## config.mk

```make
export PLATFORM = sky130hd
export DESIGN_NAME = epoch_seconds_to_calendar_unit
export DESIGN_NICKNAME = d
export VERILOG_FILES = /design/src/rtl/epsc_pkg.sv /design/src/rtl/epsc_ctrl.sv /design/src/rtl/epsc_dp.sv /design/src/rtl/epoch_seconds_to_calendar_unit.sv
export SDC_FILE = /design/constraint.sdc
export NUM_CORES = 1
export LEC_CHECK = 0
export BUFFER_PORTS_ARGS = -buffer_cell sky130_fd_sc_hd__buf_4
export CAP_MARGIN = 20
export CORE_UTILIZATION = 59
export CTS_CLUSTER_SIZE = 40
export DETAILED_ROUTE_END_ITERATION = 16
export PLACE_DENSITY = 0.76
export SYNTH_ARGS = -nofsm -noshare
export SYNTH_HDL_FRONTEND = slang
export SYNTH_SLANG_ARGS = --single-unit
```

## constraint.sdc

```tcl
create_clock -name clk -period 19.4 [get_ports clk]
set_input_delay 1.94 -clock clk [delete_from_list [all_inputs] [get_ports clk]]
set_output_delay 1.94 -clock clk [all_outputs]
set_load 0.02 [all_outputs]
```

## src/rtl/epsc_pkg.sv

```systemverilog
// Shared types, constants and calendar tables for the epoch seconds to calendar unit.
// Used by epsc_ctrl, epsc_dp and epoch_seconds_to_calendar_unit.
// Depends on nothing.
package epsc_pkg;

    localparam int unsigned SecsWidth    = 32;
    localparam int unsigned DayWidth     = 16;
    localparam int unsigned YearWidth    = 12;
    localparam int unsigned MonthWidth   = 4;
    localparam int unsigned MdayWidth    = 5;
    localparam int unsigned HourWidth    = 5;
    localparam int unsigned MinuteWidth  = 6;
    localparam int unsigned CntWidth     = 1;

    localparam logic [SecsWidth-1:0] DaySecs       = SecsWidth'(86400);
    localparam logic [SecsWidth-1:0] HourSecs      = SecsWidth'(3600);
    localparam logic [SecsWidth-1:0] MinuteSecs    = SecsWidth'(60);

    // Rounded-up reciprocals of 675, 225 and 15, the odd parts of the three divisors.
    // The scales 2^35, 2^21 and 2^14 keep each quotient exact over its input range.
    localparam logic [25:0]          DayRecip      = 26'd50903317;
    localparam logic [13:0]          HourRecip     = 14'd9321;
    localparam logic [10:0]          MinuteRecip   = 11'd1093;

    // Each division takes a quotient step and then a remainder step.
    localparam logic [CntWidth-1:0]  DivSteps      = CntWidth'(1);

    localparam logic [YearWidth-1:0] BaseYear      = YearWidth'(1970);
    localparam logic [6:0]           BaseYearMod100 = 7'd70;
    localparam logic [8:0]           BaseYearMod400 = 9'd370;
    localparam logic [8:0]           LeapYearDays   = 9'd366;
    localparam logic [8:0]           CommonYearDays = 9'd365;

    typedef enum logic [1:0] {
        DIV_DAY,
        DIV_HOUR,
        DIV_MINUTE
    } div_sel_t;

    typedef enum logic [2:0] {
        ST_IDLE,
        ST_DAY,
        ST_HOUR,
        ST_MINUTE,
        ST_YEAR,
        ST_MONTH,
        ST_FINISH
    } state_t;

    typedef struct packed {
        logic     load;
        logic     div_init;
        div_sel_t div_sel;
        logic     div_step;
        logic     year_step;
        logic     month_step;
        logic     out_load;
    } cmd_t;

    typedef struct packed {
        logic div_last;
        logic year_fits;
        logic month_fits;
    } status_t;

    function automatic logic [MdayWidth-1:0] month_len(input logic [MonthWidth-1:0] m,
                                                       input logic leap);
        logic [MdayWidth-1:0] len;
        begin
            case (m)
                4'd1:    len = leap ? 5'd29 : 5'd28;
                4'd3:    len = 5'd30;
                4'd5:    len = 5'd30;
                4'd8:    len = 5'd30;
                4'd10:   len = 5'd30;
                default: len = 5'd31;
            endcase
            return len;
        end
    endfunction

endpackage

```

## src/rtl/epsc_ctrl.sv

```systemverilog
// Controller state machine for the epoch seconds to calendar unit.
// Sequences the divider, the year walk and the month walk; owns the output valid flag.
// Depends on epsc_pkg.
module epsc_ctrl (
    input  logic              clk,
    input  logic              rst_n,
    input  logic              s_tvalid,
    output logic              s_tready,
    output logic              m_tvalid,
    input  logic              m_tready,
    input  epsc_pkg::status_t status,
    output epsc_pkg::cmd_t    cmd
);
    import epsc_pkg::*;

    state_t state_reg;
    state_t state_next;
    logic   m_tvalid_reg;
    logic   m_tvalid_next;
    logic   out_free;

    assign s_tready = (state_reg == ST_IDLE);
    assign m_tvalid = m_tvalid_reg;
    assign out_free = !m_tvalid_reg || m_tready;

    always_comb
    begin
        state_next = state_reg;
        unique case (state_reg)
            ST_IDLE:
            begin
                if (s_tvalid)
                begin
                    state_next = ST_DAY;
                end
            end
            ST_DAY:
            begin
                if (status.div_last)
                begin
                    state_next = ST_HOUR;
                end
            end
            ST_HOUR:
            begin
                if (status.div_last)
                begin
                    state_next = ST_MINUTE;
                end
            end
            ST_MINUTE:
            begin
                if (status.div_last)
                begin
                    state_next = ST_YEAR;
                end
            end
            ST_YEAR:
            begin
                if (status.year_fits)
                begin
                    state_next = ST_MONTH;
                end
            end
            ST_MONTH:
            begin
                if (status.month_fits)
                begin
                    state_next = ST_FINISH;
                end
            end
            ST_FINISH:
            begin
                if (out_free)
                begin
                    state_next = ST_IDLE;
                end
            end
            default:
            begin
                state_next = ST_IDLE;
            end
        endcase
    end

    always_comb
    begin
        cmd           = '0;
        cmd.div_sel   = DIV_DAY;
        m_tvalid_next = m_tvalid_reg && !m_tready;
        unique case (state_reg)
            ST_IDLE:
            begin
                cmd.load = s_tvalid;
            end
            ST_DAY:
            begin
                cmd.div_step = 1'b1;
                cmd.div_init = status.div_last;
                cmd.div_sel  = DIV_HOUR;
            end
            ST_HOUR:
            begin
                cmd.div_step = 1'b1;
                cmd.div_init = status.div_last;
                cmd.div_sel  = DIV_MINUTE;
            end
            ST_MINUTE:
            begin
                cmd.div_step = 1'b1;
            end
            ST_YEAR:
            begin
                cmd.year_step = !status.year_fits;
            end
            ST_MONTH:
            begin
                cmd.month_step = !status.month_fits;
            end
            ST_FINISH:
            begin
                cmd.out_load = out_free;
                if (out_free)
                begin
                    m_tvalid_next = 1'b1;
                end
            end
            default:
            begin
                cmd = '0;
            end
        endcase
    end

    always_ff @(posedge clk or negedge rst_n)
    begin
        if (!rst_n)
        begin
            state_reg    <= ST_IDLE;
            m_tvalid_reg <= 1'b0;
        end
        else
        begin
            state_reg    <= state_next;
            m_tvalid_reg <= m_tvalid_next;
        end
    end

endmodule

```

## src/rtl/epsc_dp.sv

```systemverilog
// Datapath for the epoch seconds to calendar unit: reciprocal-multiply dividers by
// constants, year and month walkers, and the output word register. Depends on epsc_pkg.
module epsc_dp (
    input  logic                               clk,
    input  logic                               rst_n,
    input  logic [epsc_pkg::SecsWidth-1:0]     epoch_seconds,
    input  epsc_pkg::cmd_t                     cmd,
    output epsc_pkg::status_t                  status,
    output logic [31:0]                        out_word
);
    import epsc_pkg::*;

    logic [SecsWidth-1:0]   rem_reg,  rem_next;
    logic [DayWidth-1:0]    quo_reg,  quo_next;
    logic [CntWidth-1:0]    cnt_reg,  cnt_next;
    div_sel_t               sel_reg,  sel_next;
    logic [DayWidth-1:0]    day_reg,  day_next;
    logic [HourWidth-1:0]   hour_reg, hour_next;
    logic [MinuteWidth-1:0] min_reg,  min_next;
    logic [YearWidth-1:0]   year_reg, year_next;
    logic [6:0]             mod100_reg, mod100_next;
    logic [8:0]             mod400_reg, mod400_next;
    logic [MonthWidth-1:0]  month_reg, month_next;
    logic [31:0]            out_reg;

    logic [50:0]            day_prod;
    logic [26:0]            hour_prod;
    logic [20:0]            min_prod;
    logic [DayWidth-1:0]    quo_calc;
    logic [SecsWidth-1:0]   quo_times_div;
    logic                   leap;
    logic [8:0]             ylen;
    logic [MdayWidth-1:0]   mlen;

    // The power-of-two part of each divisor is shifted out first; the remainder
    // that is divided is below 2^32, 86400 and 3600 in turn.
    assign day_prod  = 51'(rem_reg[SecsWidth-1:7]) * 51'(DayRecip);
    assign hour_prod = 27'(rem_reg[16:4]) * 27'(HourRecip);
    assign min_prod  = 21'(rem_reg[11:2]) * 21'(MinuteRecip);

    always_comb
    begin
        case (sel_reg)
            DIV_HOUR:
            begin
                quo_calc      = DayWidth'(hour_prod[26:21]);
                quo_times_div = SecsWidth'(quo_reg[HourWidth-1:0]) * HourSecs;
            end
            DIV_MINUTE:
            begin
                quo_calc      = DayWidth'(min_prod[20:14]);
                quo_times_div = SecsWidth'(quo_reg[MinuteWidth-1:0]) * MinuteSecs;
            end
            default:
            begin
                quo_calc      = day_prod[50:35];
                quo_times_div = SecsWidth'(quo_reg) * DaySecs;
            end
        endcase
    end

    // Gregorian rule from the year's residues, kept as running counters.
    assign leap = ((year_reg[1:0] == 2'b00) && (mod100_reg != 7'd0)) || (mod400_reg == 9'd0);
    assign ylen = leap ? LeapYearDays : CommonYearDays;
    assign mlen = month_len(month_reg, leap);

    assign status.div_last   = (cnt_reg == '0);
    assign status.year_fits  = ({1'b0, day_reg} < {8'd0, ylen});
    assign status.month_fits = (day_reg < {11'd0, mlen});

    assign out_word = out_reg;

    always_comb
    begin
        rem_next    = rem_reg;
        quo_next    = quo_reg;
        cnt_next    = cnt_reg;
        sel_next    = sel_reg;
        day_next    = day_reg;
        hour_next   = hour_reg;
        min_next    = min_reg;
        year_next   = year_reg;
        mod100_next = mod100_reg;
        mod400_next = mod400_reg;
        month_next  = month_reg;

        if (cmd.div_step)
        begin
            cnt_next = cnt_reg - CntWidth'(1);
            if (cnt_reg == '0)
            begin
                rem_next = rem_reg - quo_times_div;
                case (sel_reg)
                    DIV_DAY:    day_next  = quo_reg;
                    DIV_HOUR:   hour_next = quo_reg[HourWidth-1:0];
                    DIV_MINUTE: min_next  = quo_reg[MinuteWidth-1:0];
                    default:    day_next  = day_reg;
                endcase
            end
            else
            begin
                quo_next = quo_calc;
            end
        end

        if (cmd.load)
        begin
            rem_next    = epoch_seconds;
            year_next   = BaseYear;
            mod100_next = BaseYearMod100;
            mod400_next = BaseYearMod400;
            month_next  = '0;
        end

        if (cmd.load || cmd.div_init)
        begin
            quo_next = '0;
            cnt_next = DivSteps;
            sel_next = cmd.load ? DIV_DAY : cmd.div_sel;
        end

        if (cmd.year_step)
        begin
            day_next    = day_reg - {7'd0, ylen};
            year_next   = year_reg + YearWidth'(1);
            mod100_next = (mod100_reg == 7'd99)  ? 7'd0 : mod100_reg + 7'd1;
            mod400_next = (mod400_reg == 9'd399) ? 9'd0 : mod400_reg + 9'd1;
        end

        if (cmd.month_step)
        begin
            day_next   = day_reg - {11'd0, mlen};
            month_next = month_reg + MonthWidth'(1);
        end
    end

    always_ff @(posedge clk or negedge rst_n)
    begin
        if (!rst_n)
        begin
            cnt_reg <= '0;
            sel_reg <= DIV_DAY;
        end
        else
        begin
            cnt_reg <= cnt_next;
            sel_reg <= sel_next;
        end
    end

    always_ff @(posedge clk)
    begin
        rem_reg    <= rem_next;
        quo_reg    <= quo_next;
        day_reg    <= day_next;
        hour_reg   <= hour_next;
        min_reg    <= min_next;
        year_reg   <= year_next;
        mod100_reg <= mod100_next;
        mod400_reg <= mod400_next;
        month_reg  <= month_next;
        if (cmd.out_load)
        begin
            out_reg <= {min_reg, hour_reg, day_reg[MdayWidth-1:0] + MdayWidth'(1),
                        month_reg, year_reg};
        end
    end

endmodule

```

## src/rtl/epoch_seconds_to_calendar_unit.sv

```systemverilog
// Top level of the epoch seconds to calendar unit.
// Joins the controller epsc_ctrl and the datapath epsc_dp; depends on epsc_pkg.
//
// Usage:
//   The slave channel (s_tvalid, s_tready, s_tdata) takes one word: a 32-bit
//   unsigned count of seconds since 1970-01-01 00:00. The master channel
//   (m_tvalid, m_tready, m_tdata) returns one word per input with the
//   Gregorian year, month index (0 is January), day of month, hour and minute.
//   Seconds within the minute are dropped.
//
//   Each word passes through division (day, hour and minute, each a
//   reciprocal multiply and a remainder step), a walk of one year at a
//   time from 1970 (up to 136 years), a walk of one month at a time (up
//   to 11 months) and a handoff to the output register, after which
//   m_tvalid rises and s_tready returns. The year walk is the longest part.
//   One word is worked on at a time; s_tready is high only while the unit is free.
//
//   The result sits in an output register, so a new input word is accepted
//   while the previous result still waits on m_tready. If the receiver stalls
//   longer, the finished result waits in the unit until the register frees.
//   Reset clears the controller, divider count and select, dropping any word
//   in flight; other datapath state is not reset. There is no configuration.
module epoch_seconds_to_calendar_unit (
    input  logic        clk,
    input  logic        rst_n,
    input  logic        s_tvalid,
    output logic        s_tready,
    input  logic [31:0] s_tdata,   // [31:0] epoch_seconds
    output logic        m_tvalid,
    input  logic        m_tready,
    output logic [31:0] m_tdata    // [11:0] year, [15:12] month_index,
                                   // [20:16] day_of_month, [25:21] hour, [31:26] minute
);
    import epsc_pkg::*;

    cmd_t    cmd;
    status_t status;

    epsc_ctrl u_ctrl (
        .clk      (clk),
        .rst_n    (rst_n),
        .s_tvalid (s_tvalid),
        .s_tready (s_tready),
        .m_tvalid (m_tvalid),
        .m_tready (m_tready),
        .status   (status),
        .cmd      (cmd)
    );

    epsc_dp u_dp (
        .clk           (clk),
        .rst_n         (rst_n),
        .epoch_seconds (s_tdata),
        .cmd           (cmd),
        .status        (status),
        .out_word      (m_tdata)
    );

    // A taken word makes the unit busy, so s_tready drops after the handshake.
    assert property (@(posedge clk) disable iff (!rst_n)
        (s_tvalid && s_tready) |=> !s_tready)
        else $error("input accepted while the previous word was still in work");

    assert property (@(posedge clk) disable iff (!rst_n)
        m_tvalid |-> (m_tdata[15:12] <= 4'd11))
        else $error("month index out of range");

    assert property (@(posedge clk) disable iff (!rst_n)
        m_tvalid |-> ((m_tdata[20:16] != 5'd0) && (m_tdata[25:21] <= 5'd23)))
        else $error("day of month or hour out of range");

    assert property (@(posedge clk) disable iff (!rst_n)
        cmd.out_load |-> (status.month_fits && status.year_fits))
        else $error("result loaded before the month walk finished");

endmodule
```

==> results of run 1 <==
[synth_stat cells (all sizes together) (6+ instances only)]
master / number / area [sq um]
inv: 567 / 2130
ha: 564 / 7060
fa: 261 / 5230
edfxtp: 121 / 3630
nand2: 119 / 447
a21oi: 118 / 594
nor2: 108 / 405
o21ai: 103 / 527
xnor2: 55 / 482
xor2: 47 / 412
a21o: 44 / 332
nand3: 39 / 195
clkbuf: 29 / 129
nor3: 27 / 140
a31oi: 21 / 131
o21a: 19 / 143
a211oi: 18 / 135
nand2b: 18 / 113
dfxtp: 16 / 320
o211ai: 16 / 130
and3: 15 / 93.8
a22o: 13 / 114
o22ai: 13 / 81.3
nor2b: 12 / 75.1
o21bai: 12 / 90.1
o31ai: 12 / 104
nand4: 10 / 62.6
or2: 10 / 65.1
buf: 9 / 50.0
and2: 8 / 50.1
a22oi: 7 / 57.6
dfrtp: 7 / 175
nor3b: 6 / 45.0
or3: 6 / 42.5
[critical path, stage by stage, from the launching register on]
cell,delay (ns)
dfxtp_1,0.90
ha_1,0.38
inv_1,0.12
fa_1,0.44
inv_1,0.09
fa_1,0.42
ha_1,0.29
inv_1,0.05
fa_1,0.50
inv_1,0.04
ha_1,0.33
a21oi_1,0.36
o21ai_0,0.20
o21a_1,0.15
a21o_1,0.17
a21oi_1,0.16
xnor2_1,0.13
nand2_1,0.08
ha_1,0.39
nand4_1,0.23
a2111oi_2,0.51
nor2_1,0.19
o31ai_1,0.41
a31oi_1,0.17
xnor3_1,0.34
a21oi_1,0.13
[layer usage]
metal	GRT usage [%]	routed length, um	vias up
met4	7.62	1410	0
met5	0	0	-
met2	47.3	27300	539
met1	39.0	25800	8958
met3	3.22	3110	94
li1	-	-	8630
[report_power, final]
group                       switching, W  internal [W]  leakage (nW)
Clock                           0.000144      0.000180         0.275
Combinational                 0.00000200    0.00000435          12.1
Sequential     0.00000000000000000000499      0.000330          1.23
[cell type report]
class	instances	share of cell area (%)
Clock inverter	15	0.556
Timing Repair Buffer	86	2.53
Sequential cell	144	15.7
Clock buffer	17	1.62
Tap cell	532	2.53
Inverter	567	8.09
Multi-Input combinational cell	1783	69.0
[stage by stage]
step                hold WS (ns)  power [W]  std cells  area [sq um]
global placement           0.402   0.000343       3111         25700
global route               0.417   0.000677       3144         26300
CTS                        0.415   0.000665       3144         26300
floorplan                  0.400   0.000337       2532         24600
finish                     0.415   0.000661       3144         26300
detailed placement         0.405   0.000343       3112         25700
[worst max-delay path by stage]
stage,from,slack (ns),endpoint,cells past startpoint
2_1_floorplan,u_dp.quo_reg[4],13.10,u_dp.rem_reg[31],28
3_3_place_gp,u_dp.quo_reg[3],12.22,u_dp.rem_reg[31],25
3_5_place_dp,u_dp.quo_reg[3],12.12,u_dp.rem_reg[31],25
4_1_cts,u_dp.quo_reg[3],12.07,u_dp.rem_reg[31],25
5_1_grt,u_dp.quo_reg[3],11.55,u_dp.rem_reg[31],25
6_report,u_dp.quo_reg[3],12.05,u_dp.rem_reg[31],25
[cell families (layout without fill, tap and decap cells)]
group / Yosys count / in the layout
fa+ha+maj: 825 / 825
buf+inv: 605 / 685
compound gates: 447 / 447
simple gates: 402 / 402
flops: 144 / 144
xor+xnor: 103 / 103
mux: 6 / 6
==> impl_metrics.py, run 1 <==
metrics = {
    "status": {
        "outcome": "completed",
    },
    "synth": {
        "synth_top_family_by_area": "adder cells",
        "synthMuxAreaShare_pct": 0.260,
        "synth.distinct_cells": 91,
        "ys_warn_count": 0,
        "synth_edf_count": 121,
        "yosys.area_share.simple_pct": 7.85,
        "syn-num-nets": 3393,
        "synth_compound_area_share_pct": 12.0,
        "synthArstFlopShare_pct": 4.86,
        "netlist_instances": 2532,
        "ys_ff_latch": 144,
        "syn_area_per_cell_sq_um": 9.71,
        "netlist_area_sq_um": 24600,
        "ys_dominant_reg_cell": "edfxtp_1",
        "synthXorXnorAreaFrac_pct": 3.73,
        "ys_seq_area_share_pct": 16.8,
        "synth_fa_ha_area_share_pct": 50.0,
    },
    "power_and_ir_drop": {
        "power_density_nw_per_um2": 25.1,
        "vdd_drop_max_mv": 0.0726,
        "p_leak_nw": 13.6,
    },
    "critical_path": {
        "critical_path_required_ns": 19.69,
        "end_kind": "register",
        "crit_type": "reg2reg",
        "worst-path-max-fanout": 14,
        "start_kind": "register",
        "r2r.worst_path.cells": 25,
        "r2r_start": "u_dp.quo_reg[3]",
        "arrival_ns": 7.64,
        "reg2reg_slack_ns": 12.05,
        "r2r_end": "u_dp.rem_reg[31]",
    },
    "sta": {
        "final.min_clock_period_ns": 7.35,
        "final.setup.tns_ns": 0,
        "drv_slew": 0,
        "layout_setup_ws_ns": 12.05,
        "fmax_ghz": 0.136,
        "hold_viol": 0,
        "setup_viol": 0,
        "relSlewSlack_pct": 30.5,
        "period_share_pct": 37.9,
        "rsz0062_at_grt": "no",
        "fin_skew_ns": 0.0125,
        "tightest_slew_ns": 1.04,
    },
    "routing": {
        "ant_nets": 0,
        "wl_um": 57700,
        "post-route-drc-count": 0,
        "avgRoutedWirePerCell_um": 18.3,
        "via_per_inst": 5.80,
        "dr_total_vias": 18200,
        "drt_iter0_drc": 1118,
        "first_pass_iters": 7,
    },
    "floorplan": {
        "ios": 70,
        "rows": 74,
        "coreArea_sq_um": 40900,
        "die_x_um": 206,
        "die-area_sq_um": 42500,
        "die_y_um": 206,
        "start_util_pct": 60.1,
    },
    "layout": {
        "multi_input_area_sq_um": 18200,
        "fin_nets": 3460,
        "layout.cells.most_common": "inv_1",
        "syn_to_final_growth_pct": 7.03,
        "drive_above_1_share_pct": 5.74,
        "seqCellArea_sq_um": 4130,
        "n_fill_cell": 3345,
        "most-common-layout-cells": "567 x inv_1, 564 x ha_1, 261 x fa_1",
        "num_antenna_cells": 0,
        "largest_register_ffs": 32,
        "post-route-util_pct": 64.3,
    },
    "worst_hold_path": {
        "hold_depth": 0,
        "hold_end": "u_dp.out_word[28]",
        "hp-start": "u_dp.min_reg[2]",
        "min_path_type": "reg2reg",
    },
    "clocking": {
        "cts_resized": 0,
        "clk_pin_slew_ns": 0.06,
        "numCtsBuffers": 17,
        "tritoncts": "built",
        "clkLatencyLatePin_ns": 0.44,
        "clock_sinks": 144,
        "ctsHoldBuffers": 0,
        "clock_path_buffers": 2,
        "clockRootBuffer": "clkbuf_16",
        "cts.htree.levels": 4,
        "cts_setup_buffers": 0,
    },
    "placed_design": {
        "gp_congestion": 0.928,
        "port_buffers": 67,
        "dp_slack_ns": 12.12,
        "place_hpwl_um": 47400,
    },
    "global_routing": {
        "antenna_found_initial": 0,
        "grt_use_total_pct": 28.3,
        "grt_pass1_vias": 18600,
        "grt_start_max_net_pins": 42,
        "overflow": 0,
        "grt_pass1_wl_um": 94100,
    },
    "job": {
        "maxCapViolCount": 0,
    },
}
Power figures use the tool's default switching activity.
==> inputs of run 2 (changes only) <==
--- a/config.mk
+++ b/config.mk
@@ -10,7 +10,7 @@
 export CORE_UTILIZATION = 59
 export CTS_CLUSTER_SIZE = 40
 export DETAILED_ROUTE_END_ITERATION = 16
-export PLACE_DENSITY = 0.76
+export PLACE_DENSITY = 0.79
 export SYNTH_ARGS = -nofsm -noshare
 export SYNTH_HDL_FRONTEND = slang
 export SYNTH_SLANG_ARGS = --single-unit
==> constraint.sdc (replaced) <==
create_clock -name clk -period 6.72 [get_ports clk]
set_input_delay 0.672 -clock clk [delete_from_list [all_inputs] [get_ports clk]]
set_output_delay 0.672 -clock clk [all_outputs]
set_load 0.02 [all_outputs]
==> impl_metrics.py, run 2 (synthesis gave the netlist of run 1 again) <==
metrics = {
    "status": {
        "outcome": "completed",
    },
    "sta": {
        "final.min_clock_period_ns": 6.53,
        "fin_skew_ns": 0.0150,
        "relSlewSlack_pct": 32.3,
        "hold_slack_ns": 0.0372,
        "layout_setup_ws_ns": 0.192,
        "final.setup.tns_ns": 0,
        "period_share_pct": 97.1,
        "setup_viol": 0,
        "tightest_slew_ns": 1.01,
        "hold_viol": 0,
        "drv_slew": 0,
        "fmax_ghz": 0.153,
    },
    "power_and_ir_drop": {
        "power.total_w": 0.00190,
        "power_density_nw_per_um2": 70.5,
        "vdd_drop_max_mv": 0.175,
        "p_leak_nw": 13.9,
    },
    "critical_path": {
        "r2r.worst_path.cells": 23,
        "worst-path-max-fanout": 6,
        "start_kind": "register",
        "end_kind": "register",
        "r2r_start": "u_dp.rem_reg[31]",
        "critical_path_required_ns": 7.05,
        "crit_type": "reg2reg",
        "r2r_end": "u_dp.quo_reg[9]",
        "reg2reg_slack_ns": 0.19,
        "arrival_ns": 6.86,
    },
    "placed_design": {
        "gp_congestion": 0.967,
        "port_buffers": 67,
        "place_hpwl_um": 49500,
        "dp_slack_ns": 0.0855,
    },
    "clocking": {
        "clock_sinks": 144,
        "tritoncts": "built",
        "clkLatencyLatePin_ns": 0.44,
        "cts.htree.levels": 4,
        "clock_path_buffers": 2,
        "ctsHoldBuffers": 0,
        "clockRootBuffer": "clkbuf_16",
        "clk_pin_slew_ns": 0.07,
        "numCtsBuffers": 17,
    },
    "routing": {
        "drt_iter0_drc": 1271,
        "via_per_inst": 5.79,
        "wl_um": 60000,
        "avgRoutedWirePerCell_um": 18.7,
        "post-route-drc-count": 0,
        "dr_total_vias": 18600,
        "ant_nets": 0,
        "first_pass_iters": 5,
    },
    "floorplan": {
        "die-area_sq_um": 42500,
        "rows": 74,
        "start_util_pct": 60.1,
        "ios": 70,
        "coreArea_sq_um": 40900,
        "die_x_um": 206,
        "die_y_um": 206,
    },
    "global_routing": {
        "overflow": 0,
        "grt_pass1_wl_um": 96800,
        "antenna_found_initial": 0,
        "grt_use_total_pct": 29.1,
        "grt_pass1_vias": 19300,
        "grt_start_max_net_pins": 42,
    },
    "layout": {
        "num_antenna_cells": 0,
        "fin_nets": 3524,
        "most-common-layout-cells": "566 x inv_1, 559 x ha_1, 261 x fa_1",
        "syn_to_final_growth_pct": 9.35,
        "multi_input_area_sq_um": 18300,
        "n_fill_cell": 3162,
        "drive_above_1_share_pct": 8.67,
        "largest_register_ffs": 32,
        "layout.cells.most_common": "inv_1",
        "seqCellArea_sq_um": 4130,
    },
    "worst_hold_path": {
        "min_path_type": "in2async",
    },
    "job": {
        "maxCapViolCount": 0,
    },
}
==> run 2: cell types whose count changed in the layout (fill, tap and decap cells not counted), sizes merged <==
cell	previous run	this run
buf	86	150
clkinv	4	8
clkinvlp	3	0
bufinv	1	0
==> run 2: cell type report <==
| class | instances | area share [%] |
|---|---|---|
| inverter | 567 | 7.92 |
| sequential | 144 | 15.4 |
| tap | 532 | 2.48 |
| clock inverter | 15 | 0.479 |
| multi-input combinational | 1783 | 68.0 |
| timing repair buffer | 150 | 4.22 |
| clock buffer | 17 | 1.58 |
==> run 2: routing by layer <==
layer	vias up	track usage, %	share of wire [%]
li1	8750	-	-
met1	9062	39.0	43
met2	638	49.6	48
met3	131	3.86	6.0
met4	0	7.62	2.7
met5	-	0	0
==> run 2: metrics by stage <==
step | std cells | instance area (sq um) | utilization, %
global placement | 3157 | 26100 | 63.7
floorplan | 2532 | 24600 | -
detailed placement | 3157 | 26100 | 63.7
global route | 3208 | 26900 | 65.7
finish | 3208 | 26900 | 65.7
CTS | 3189 | 26600 | 65.0
==> run 2: what timing repair did <==
item,CTS,global route
endpoints found under the setup margin,0,16
buffers inserted,0,19
gates resized for setup,0,25
==> run 2: worst max-delay path by stage <==
stage	from	to	slack (ns)	cells after the start
2_1_floorplan	u_dp.quo_reg[4]	u_dp.rem_reg[31]	0.42	28
3_3_place_gp	u_dp.rem_reg[17]	u_dp.quo_reg[6]	0.11	22
3_5_place_dp	u_dp.rem_reg[11]	u_dp.quo_reg[9]	0.09	22
4_1_cts	u_dp.rem_reg[17]	u_dp.quo_reg[6]	0.06	22
5_1_grt	u_dp.rem_reg[31]	u_dp.quo_reg[9]	-0.05	23
6_report	u_dp.rem_reg[31]	u_dp.quo_reg[9]	0.19	23
==> run 2: power breakdown <==
part | internal [W] | switching (W)
Clock | 0.000485 | 0.000439
Combinational | 0.0000126 | 0.00000610
Sequential | 0.000954 | 0.0000000000000000000159
Total | 0.00145 | 0.000445
==> run 2: worst max-delay path, stage by stage (launching register included) <==
cell      delay [ns]
edfxtp_1        0.53
buf_4           0.21
fa_1            0.48
inv_1           0.06
fa_1            0.48
inv_1           0.06
fa_1            0.54
inv_1           0.06
fa_1            0.54
inv_1           0.06
fa_1            0.53
fa_1            0.51
ha_1            0.32
ha_1            0.36
a21oi_1         0.16
o21ai_0         0.14
nor3_1          0.15
nand3_1         0.16
o21ai_4         0.26
buf_4           0.18
o21bai_1        0.12
a21oi_1         0.21
xnor2_1         0.09
a22o_1          0.19
==> inputs of run 3 (changes only) <==
--- a/config.mk
+++ b/config.mk
@@ -10,7 +10,7 @@
 export CORE_UTILIZATION = 59
 export CTS_CLUSTER_SIZE = 40
 export DETAILED_ROUTE_END_ITERATION = 16
-export PLACE_DENSITY = 0.79
+export PLACE_DENSITY = 0.76
 export SYNTH_ARGS = -nofsm -noshare
 export SYNTH_HDL_FRONTEND = slang
 export SYNTH_SLANG_ARGS = --single-unit
==> constraint.sdc (replaced) <==
create_clock -name clk -period 6.2 [get_ports clk]
set_input_delay 0.62 -clock clk [delete_from_list [all_inputs] [get_ports clk]]
set_output_delay 0.62 -clock clk [all_outputs]
set_load 0.02 [all_outputs]
==> impl_metrics.py, run 3 (synthesis gave the netlist of run 1 again) <==
metrics = {
    "layout": {
        "seqCellArea_sq_um": 4140,
        "final_area_sq_um": 28600,
        "multi_input_area_sq_um": 18900,
        "num_antenna_cells": 0,
        "largest_register_ffs": 32,
        "fin_nets": 3652,
        "layout.cells.most_common": "inv_1",
        "syn_to_final_growth_pct": 16.3,
        "most-common-layout-cells": "558 x inv_1, 532 x ha_1, 261 x buf_4",
        "drive_above_1_share_pct": 16.0,
        "n_fill_cell": 2928,
    },
    "sta": {
        "setup_viol": 12,
        "rsz0062_at_grt": "yes",
        "layout_setup_ws_ns": -0.195,
        "tightest_slew_ns": 1.08,
        "final.min_clock_period_ns": 6.39,
        "drv_slew": 0,
        "fin_skew_ns": 0.0220,
        "period_share_pct": 103,
        "hold_viol": 0,
        "hold_slack_ns": 0.424,
        "fmax_ghz": 0.156,
        "relSlewSlack_pct": 28.0,
    },
    "job": {
        "maxCapViolCount": 0,
    },
    "global_routing": {
        "antenna_found_initial": 1,
        "grt_pass1_vias": 19700,
        "grt_start_max_net_pins": 42,
        "grt_pass1_wl_um": 100000,
        "grt_use_total_pct": 30.6,
        "overflow": 0,
    },
    "power_and_ir_drop": {
        "p_leak_nw": 14.5,
        "vdd_drop_max_mv": 0.188,
        "power_density_nw_per_um2": 75.4,
    },
    "clocking": {
        "tritoncts": "built",
        "clkLatencyLatePin_ns": 0.45,
        "clockRootBuffer": "clkbuf_16",
        "clock_sinks": 144,
        "cts.htree.levels": 4,
        "numCtsBuffers": 17,
        "clk_pin_slew_ns": 0.08,
        "clock_path_buffers": 2,
    },
    "floorplan": {
        "coreArea_sq_um": 40900,
        "ios": 70,
        "die-area_sq_um": 42500,
        "die_y_um": 206,
        "die_x_um": 206,
        "start_util_pct": 60.1,
        "rows": 74,
    },
    "routing": {
        "post-route-drc-count": 0,
        "first_pass_iters": 6,
        "wl_um": 63700,
        "avgRoutedWirePerCell_um": 19.1,
        "drt_iter0_drc": 1292,
        "via_per_inst": 5.75,
        "dr_total_vias": 19200,
        "ant_nets": 0,
    },
    "status": {
        "failed_checks": "setup timing",
        "outcome": "complete, but fails checks",
    },
    "placed_design": {
        "port_buffers": 67,
        "gp_congestion": 0.985,
        "place_hpwl_um": 51500,
        "dp_slack_ns": -0.351,
        "placed_area_sq_um": 27000,
    },
    "critical_path": {
        "worst-path-max-fanout": 11,
        "critical_path_required_ns": 6.53,
        "end_kind": "register",
        "crit_type": "reg2reg",
        "start_kind": "register",
        "arrival_ns": 6.73,
    },
    "worst_hold_path": {
        "min_path_type": "reg2reg",
    },
}
## run 3: critical path: stages, from the launching register on
cell,delay [ns]
edfxtp_1,0.41
buf_4,0.16
buf_6,0.16
ha_1,0.23
fa_2,0.58
ha_1,0.24
inv_1,0.07
fa_1,0.43
fa_1,0.50
inv_1,0.06
fa_1,0.51
fa_1,0.50
ha_1,0.34
nand3_1,0.12
or2_4,0.27
or4_4,0.58
o211ai_4,0.23
o31ai_4,0.13
buf_4,0.17
o21ai_2,0.12
xor2_1,0.10
o31ai_1,0.28
a21oi_1,0.07
## run 3: final timing paths
kind,start,end,slack [ns],cells after the start
min in group asynchronous,rst_n,u_ctrl.state_reg[1],0.56,2
min reg2reg,u_dp.min_reg[1],u_dp.out_word[27],0.42,0
max reg2reg,u_dp.rem_reg[11],u_dp.quo_reg[3],-0.19,22
max in group asynchronous,rst_n,u_ctrl.m_tvalid,5.50,2
min,u_dp.min_reg[1],u_dp.out_word[27],0.42,0
max,u_dp.rem_reg[11],u_dp.quo_reg[3],-0.19,22
## run 3: per-stage QoR
step	instances	util, %	total power [W]	setup TNS [ns]
final	3336	69.9	0.00216	-1.08
after global routing	3336	69.9	0.00221	-4.13
after CTS	3320	68.6	0.00216	-0.479
after detailed placement	3276	65.9	0.00108	-3.71
after global placement	3276	65.9	0.00107	-2.20
after floorplan	2532	-	0.00106	0
## run 3: final cells by class
class	instances	area share, %
Sequential cell	144	14.5
Clock inverter	15	0.687
Tap cell	532	2.33
Timing Repair Buffer	278	7.52
Clock buffer	17	1.49
Multi-Input combinational cell	1783	66.1
Inverter	567	7.44
## run 3: power breakdown
| part | internal [W] | switching [W] | total, W |
|---|---|---|---|
| Clock | 0.000583 | 0.000520 | 0.00110 |
| Combinational | 0.0000141 | 0.00000692 | 0.0000210 |
| Sequential | 0.00103 | 0.0000000000000000000134 | 0.00103 |
| Total | 0.00163 | 0.000527 | 0.00216 |
## run 3: routing by layer
metal	global-route usage (%)	share of wire [%]
met1	39.5	42
met3	5.50	6.5
met5	0	0.014
met4	10.5	3.5
met2	51.6	48
## run 3: repair_timing
item,in CTS,in global routing
endpoints found under the hold margin,7,0
resized for setup,75,81
hold buffers,1,0
pin swaps,56,72
buffers inserted,11,18
endpoints found under the setup margin,18,24
